**src/sv/c8alu_pkg.sv**
```systemverilog
// Shared types and command codes for the 8-bit ALU and flag unit.
`timescale 1ns / 1ps

package c8alu_pkg;

    localparam int CMD_W  = 5;
    localparam int BYTE_W = 8;
    localparam int FLAG_W = 4;
    localparam int BIDX_W = 3;

    // flag bit positions
    localparam int FLAG_Z = 3;
    localparam int FLAG_N = 2;
    localparam int FLAG_H = 1;
    localparam int FLAG_C = 0;

    typedef logic [CMD_W-1:0] cmd_t;

    localparam cmd_t CMD_ADD  = 5'd0;
    localparam cmd_t CMD_ADC  = 5'd1;
    localparam cmd_t CMD_SUB  = 5'd2;
    localparam cmd_t CMD_SBC  = 5'd3;
    localparam cmd_t CMD_AND  = 5'd4;
    localparam cmd_t CMD_XOR  = 5'd5;
    localparam cmd_t CMD_OR   = 5'd6;
    localparam cmd_t CMD_CP   = 5'd7;
    localparam cmd_t CMD_INC  = 5'd8;
    localparam cmd_t CMD_DEC  = 5'd9;
    localparam cmd_t CMD_RLCA = 5'd10;
    localparam cmd_t CMD_RRCA = 5'd11;
    localparam cmd_t CMD_RLA  = 5'd12;
    localparam cmd_t CMD_RRA  = 5'd13;
    localparam cmd_t CMD_DAA  = 5'd14;
    localparam cmd_t CMD_CPL  = 5'd15;
    localparam cmd_t CMD_SCF  = 5'd16;
    localparam cmd_t CMD_CCF  = 5'd17;
    localparam cmd_t CMD_BIT  = 5'd18;
    localparam cmd_t CMD_RES  = 5'd19;
    localparam cmd_t CMD_SET  = 5'd20;

    localparam logic [BYTE_W-1:0] DAA_HI_ADJ = 8'h60;
    localparam logic [BYTE_W-1:0] DAA_LO_ADJ = 8'h06;
    localparam logic [BYTE_W-1:0] DAA_HI_LIM = 8'h99;
    localparam logic [3:0]        DAA_LO_LIM = 4'h9;

    typedef struct packed {
        logic [BIDX_W-1:0] bit_index;
        logic [FLAG_W-1:0] flags_in;
        logic [BYTE_W-1:0] operand;
        logic [BYTE_W-1:0] accumulator;
        cmd_t              command;
    } in_word_t;

    typedef struct packed {
        logic              write_back;
        logic [FLAG_W-1:0] flags_out;
        logic [BYTE_W-1:0] result;
    } out_word_t;

endpackage

```
**src/sv/cpu8_alu_flag_unit.sv**
```systemverilog
// Top level of the 8-bit ALU and flag unit: input register, ALU, result register.
// Path: a word accepted on s_* is held in the input reg, then in the result reg, which
// drives m_*; m_tready low can hold it in the input reg until the result reg frees.
// Throughput: one word per cycle; a new word is taken whenever the input register
// is empty, or the result register is empty or is being drained in the same cycle.
// Reset: rst_n (async, active low) clears both valid bits; payload registers hold.
`timescale 1ns / 1ps

module cpu8_alu_flag_unit
    import c8alu_pkg::*;
(
    input  logic        clk,
    input  logic        rst_n,
    input  logic        s_tvalid,
    output logic        s_tready,
    // command[4:0], accumulator[12:5], operand[20:13], flags_in[24:21],
    // bit_index[27:25], pad[31:28] (ignored)
    input  logic [31:0] s_tdata,
    output logic        m_tvalid,
    input  logic        m_tready,
    // result[7:0], flags_out[11:8], write_back[12], zero pad[15:13]
    output logic [15:0] m_tdata
);

    in_word_t  in_reg;
    logic      in_valid_reg;
    out_word_t alu_out;
    out_word_t out_reg;
    logic      out_valid_reg;
    logic      out_load;
    logic      in_load;

    // pipeline advances when the result slot is free or draining
    assign out_load = !out_valid_reg || m_tready;
    assign s_tready = !in_valid_reg || out_load;
    assign in_load  = s_tvalid && s_tready;

    always_ff @(posedge clk or negedge rst_n)
    begin
        if (!rst_n)
        begin
            in_valid_reg  <= 1'b0;
            out_valid_reg <= 1'b0;
        end
        else
        begin
            if (s_tready)
            begin
                in_valid_reg <= s_tvalid;
            end
            if (out_load)
            begin
                out_valid_reg <= in_valid_reg;
            end
        end
    end

    always_ff @(posedge clk)
    begin
        if (in_load)
        begin
            in_reg <= in_word_t'(s_tdata[27:0]);
        end
        if (out_load && in_valid_reg)
        begin
            out_reg <= alu_out;
        end
    end

    c8alu_core u_core
    (
        .in_word  (in_reg),
        .out_word (alu_out)
    );

    assign m_tvalid = out_valid_reg;
    assign m_tdata  = {3'b000, out_reg};

endmodule

```
**src/sv/c8alu_core.sv**
```systemverilog
// Combinational ALU datapath and flag logic for one command word.
`timescale 1ns / 1ps

module c8alu_core
    import c8alu_pkg::*;
(
    input  in_word_t  in_word,
    output out_word_t out_word
);

    logic [BYTE_W-1:0] a;
    logic [BYTE_W-1:0] v;
    logic [FLAG_W-1:0] f;
    logic              cin;
    logic              use_c;
    logic [BYTE_W:0]   sum9;
    logic [4:0]        sum_lo;
    logic [BYTE_W:0]   dif9;
    logic [4:0]        dif_lo;
    logic [BYTE_W-1:0] v_inc;
    logic [BYTE_W-1:0] v_dec;
    logic [BYTE_W-1:0] bit_mask;
    logic              daa_c;
    logic [BYTE_W-1:0] daa_r;
    logic [BYTE_W-1:0] r;
    logic [FLAG_W-1:0] nf;
    logic              wb;

    assign a   = in_word.accumulator;
    assign v   = in_word.operand;
    assign f   = in_word.flags_in;
    assign cin = f[FLAG_C];

    // carry only enters the add / subtract sums for adc / sbc
    assign use_c  = cin & ((in_word.command == CMD_ADC) || (in_word.command == CMD_SBC));
    assign sum9   = {1'b0, a} + {1'b0, v} + {{BYTE_W{1'b0}}, use_c};
    assign sum_lo = {1'b0, a[3:0]} + {1'b0, v[3:0]} + {4'd0, use_c};
    assign dif9   = {1'b0, a} - {1'b0, v} - {{BYTE_W{1'b0}}, use_c};
    assign dif_lo = {1'b0, a[3:0]} - {1'b0, v[3:0]} - {4'd0, use_c};

    assign v_inc    = v + 8'd1;
    assign v_dec    = v - 8'd1;
    assign bit_mask = 8'd1 << in_word.bit_index;

    always_comb
    begin
        daa_c = cin;
        daa_r = a;
        if (!f[FLAG_N])
        begin
            if (cin || (a > DAA_HI_LIM))
            begin
                daa_r = daa_r + DAA_HI_ADJ;
                daa_c = 1'b1;
            end
            if (f[FLAG_H] || (a[3:0] > DAA_LO_LIM))
            begin
                daa_r = daa_r + DAA_LO_ADJ;
            end
        end
        else
        begin
            if (cin)
            begin
                daa_r = daa_r - DAA_HI_ADJ;
            end
            if (f[FLAG_H])
            begin
                daa_r = daa_r - DAA_LO_ADJ;
            end
        end
    end

    always_comb
    begin
        r  = a;
        nf = f;
        wb = 1'b0;
        case (in_word.command)
            CMD_ADD, CMD_ADC:
            begin
                r  = sum9[BYTE_W-1:0];
                nf = {(sum9[BYTE_W-1:0] == 8'd0), 1'b0, sum_lo[4], sum9[BYTE_W]};
                wb = 1'b1;
            end
            CMD_SUB, CMD_SBC, CMD_CP:
            begin
                r  = dif9[BYTE_W-1:0];
                nf = {(dif9[BYTE_W-1:0] == 8'd0), 1'b1, dif_lo[4], dif9[BYTE_W]};
                wb = (in_word.command != CMD_CP);
            end
            CMD_AND:
            begin
                r  = a & v;
                nf = {((a & v) == 8'd0), 1'b0, 1'b1, 1'b0};
                wb = 1'b1;
            end
            CMD_XOR:
            begin
                r  = a ^ v;
                nf = {((a ^ v) == 8'd0), 3'b000};
                wb = 1'b1;
            end
            CMD_OR:
            begin
                r  = a | v;
                nf = {((a | v) == 8'd0), 3'b000};
                wb = 1'b1;
            end
            CMD_INC:
            begin
                r  = v_inc;
                nf = {(v_inc == 8'd0), 1'b0, (v[3:0] == 4'hf), cin};
                wb = 1'b1;
            end
            CMD_DEC:
            begin
                r  = v_dec;
                nf = {(v_dec == 8'd0), 1'b1, (v[3:0] == 4'h0), cin};
                wb = 1'b1;
            end
            CMD_RLCA:
            begin
                r  = {a[6:0], a[7]};
                nf = {3'b000, a[7]};
                wb = 1'b1;
            end
            CMD_RRCA:
            begin
                r  = {a[0], a[7:1]};
                nf = {3'b000, a[0]};
                wb = 1'b1;
            end
            CMD_RLA:
            begin
                r  = {a[6:0], cin};
                nf = {3'b000, a[7]};
                wb = 1'b1;
            end
            CMD_RRA:
            begin
                r  = {cin, a[7:1]};
                nf = {3'b000, a[0]};
                wb = 1'b1;
            end
            CMD_DAA:
            begin
                r  = daa_r;
                nf = {(daa_r == 8'd0), f[FLAG_N], 1'b0, daa_c};
                wb = 1'b1;
            end
            CMD_CPL:
            begin
                r  = ~a;
                nf = {f[FLAG_Z], 1'b1, 1'b1, cin};
                wb = 1'b1;
            end
            CMD_SCF:
            begin
                nf = {f[FLAG_Z], 2'b00, 1'b1};
            end
            CMD_CCF:
            begin
                nf = {f[FLAG_Z], 2'b00, ~cin};
            end
            CMD_BIT:
            begin
                r  = v;
                nf = {((v & bit_mask) == 8'd0), 1'b0, 1'b1, cin};
            end
            CMD_RES:
            begin
                r  = v & ~bit_mask;
                wb = 1'b1;
            end
            CMD_SET:
            begin
                r  = v | bit_mask;
                wb = 1'b1;
            end
            default:
            begin
                // unused codes: no operation
                r  = a;
                nf = f;
                wb = 1'b0;
            end
        endcase
    end

    assign out_word.result     = r;
    assign out_word.flags_out  = nf;
    assign out_word.write_back = wb;

endmodule
```
**config.mk**
```make
export PLATFORM = sky130hd
export DESIGN_NAME = cpu8_alu_flag_unit
export DESIGN_NICKNAME = d
export VERILOG_FILES = /design/src/sv/c8alu_pkg.sv /design/src/sv/cpu8_alu_flag_unit.sv /design/src/sv/c8alu_core.sv
export SDC_FILE = /design/constraint.sdc
export NUM_CORES = 1
export LEC_CHECK = 0
export ABC_CLOCK_PERIOD_IN_PS = 3200
export BUFFER_PORTS_ARGS = -buffer_cell sky130_fd_sc_hd__buf_2
export CORE_UTILIZATION = 54
export DETAILED_ROUTE_END_ITERATION = 10
export PLACE_DENSITY = 0.78
export SLEW_MARGIN = 20
export SYNTH_ARGS = -nofsm -noshare
export SYNTH_HDL_FRONTEND = slang
export SYNTH_SLANG_ARGS = --single-unit
```
**constraint.sdc**
```tcl
create_clock -name clk -period 3.2 [get_ports clk]
set_input_delay 0.48 -clock clk [delete_from_list [all_inputs] [get_ports clk]]
set_output_delay 0.48 -clock clk [all_outputs]
set_load 0.02 [all_outputs]
```
==> summary.txt <==
Mean Syn Cell Area = 8.40 um^2
Worst-path clk slew = 0.10 ns
Mapped Cells = 546
Worst relative slew slack = 0.499
Critical path type = flop to flop
Final setup viols = 0
Total Wirelength = 16900 um
Vias in the first global route = 4412
Reg-to-reg startpoint = in_reg[0]
Status = finished, final reports clean
Later-pin clock latency in the skew report = 0.32 ns
Routability cong. = 1.08
Largest net degree at the start of global routing = 29
Top_reg_cell synth = edfxtp_1
Buf/Inv on CP = 2
Die Area = 8860 um^2
Drt via density = 6.69
Gr ovfl total = 0
Most used cell, CP = inv_1
Placed Instances = 718
Delay-heaviest family, CP = compound AO/OA/AOI/OAI gates
Fin crit period = 3.07 ns
Post-layout util = 0.655
Total power draw = 1.96 mW
CTS root buf = clkbuf_8
Clk sinks = 43
DR WL/cell = 23.3 um
Input/output buffers = 46
Die Span Y = 94.2 um
Post-route insts no fill = 727
Commonest cells in the netlist = nor2_1 (54), edfxtp_1 (41), nand2_1 (40)
Max incr delay on CP = 0.58 ns
Asr flop ratio synth = 0.0465
Count of maximum capacitance violations = 0
Final Hold Violating Endpoints = 0
Drt first-iter violations = 743
WP data required = 3.28 ns
Total negative slack = 0 ns
Post-Synthesis Cell Area = 4590 um^2
Clock Tree Buf Depth = 2
Area share of the largest cell type after synthesis = 0.268
Ys Warns = 0
Max frequency = 0.326 GHz
Worst-path fanout max = 3
Worst Clk Skew = 0.0156 ns
CTS tree = yes
CP startpoint kind = flop
Worst-margin pin slew = 0.748 ns
Area Overhead vs Synth = 17.4%
Max reg flops = 28
Worst R2R Setup Slack = 0.13 ns
Worst path cell trace = nor2b_2 -> nand3_2 -> inv_1 -> fa_2 -> inv_1 -> ha_1 -> o21ai_2 -> a311oi_2 -> a21o_1 -> a21oi_2 -> xor2_2 -> o2bb2ai_2 -> o32a_1
Post-synthesis sequential area ratio = 0.279
Dominant cells by area after synthesis = edfxtp_1 (27%), ha_1 (10%), nor2_1 (4.4%)
Nets@finish = 699
First-pass GRT wire length = 25300 um
Top-count cell post-synth = nor2_1
Max Slew Vio Count = 0
Largest area contributor in the synthesized netlist = edfxtp_1
Slowest CP cell = fa_2
Hold crit path type = input port to flop
Filler Cell Count = 717
VDD IR max = 0.245 mV
Total core area = 8220 um^2
Final period util = 0.958
Initial antenna violation count = 0
Yosys cell types = 73
Worst setup path start = in_reg[0]
FP Rows = 33
1st-pass router iterations = 6
Leakage = 2.19 nW
H-tree depth = 2
Arrival @ worst endpoint = 3.15 ns
Setup crit end kind = flop
Hold_sp = s_tdata[21]
EDFF count, synth = 41
Die X = 94.2 um
Via count = 4862
Dpl hpwl = 13400 um
DRC = 0
Global Route Usage Sum = 0.392
Share of cells above drive strength 1 = 0.228
CTS buffer count = 5
Total power divided by cell area = 364 nW/um^2
Antenna Nets Post-Route = 0
N_diodes = 0
Post-synthesis register bit count = 43
I/O pins = 54
Starting Density = 0.558
Hold Slack = 0.325 ns
-- final timing paths --
kind	end	cells after the start
max	m_tdata[7]	13
min	in_reg[21]	1
max reg2reg	m_tdata[7]	13
min reg2reg	m_tvalid	1
max in group asynchronous	m_tvalid	2
min in group asynchronous	in_valid_reg	2
-- layer usage --
metal	routed length, um	GRT usage	part of all wire
met1	6670	0.526	0.39
met2	7570	0.614	0.45
met3	1900	0.0736	0.11
met4	794	0.158	0.047
met5	0	0	0
-- per-stage QoR --
| step | area [um^2] | setup WS, ns |
|---|---|---|
| 6_report | 5380 | 0.134 |
| 2_1_floorplan | 4590 | 0.137 |
| 3_5_place_dp | 5190 | 0.00477 |
| 3_3_place_gp | 5190 | -0.0145 |
| 5_1_grt | 5380 | -0.0195 |
| 4_1_cts | 5320 | 0.0260 |
-- placed cells by master (no fill, tap or decap), types with 4 or more instances in the layout --
cell type	count
buf_4	56
nor2_1	52
buf_2	46
edfxtp_1	41
nand2_1	40
ha_1	38
a21oi_1	34
o21ai_0	32
inv_1	27
xnor2_1	23
nand3_1	16
nor3_1	15
o22ai_1	9
nor4_1	9
and3_1	8
a22oi_1	8
nand4_1	8
xor2_1	7
nand2b_1	6
o211ai_1	6
a31oi_1	6
and2_1	5
a221oi_1	5
nor2b_1	5
a211oi_1	5
clkbuf_8	5
nor2_2	4
o2111ai_1	4
a21boi_0	4
or3_1	4
a41oi_1	4
mux2i_1	4
-- timing repair --
| item | 4_1_cts | 5_1_grt |
|---|---|---|
| hold buffers | 1 | 0 |
| pin swaps | 0 | 4 |
| setup endpoints to repair | 2 | 5 |
| buffers inserted | 0 | 0 |
| hold endpoints to repair | 2 | 0 |
| gates resized for setup | 2 | 14 |
-- final cells by class --
| cell class | count | area [um^2] | share of cell area |
|---|---|---|---|
| Clock inverter | 3 | 46.3 | 0.00860 |
| Multi-Input combinational cell | 439 | 3080 | 0.573 |
| Timing Repair Buffer | 103 | 661 | 0.123 |
| Clock buffer | 5 | 68.8 | 0.0128 |
| Tap cell | 105 | 131 | 0.0244 |
| Sequential cell | 43 | 1280 | 0.238 |
| Inverter | 29 | 109 | 0.0202 |
-- logic make-up (layout without fill, tap and decap cells) --
family                     after synthesis  in the layout  synth area share
DFF                                     43             43             0.279
other                                    1              3          0.000818
muxes                                    7              7            0.0161
and+or+nand+nor                        198            198             0.229
buffers and inverters                   66            140            0.0649
xor gates and xnor gates                33             33            0.0630
adders and majority gates               42             42             0.121
AOI/OAI and AO/OA                      156            156             0.226
-- where the power goes --
group          internal, mW  total [mW]  leakage (nW)  switching, mW
Combinational         0.310       0.781          1.72          0.470
Sequential            0.674       0.711         0.416         0.0373
Clock                 0.236       0.466        0.0548          0.230
Note: power is estimated with default switching activity, not from simulation.
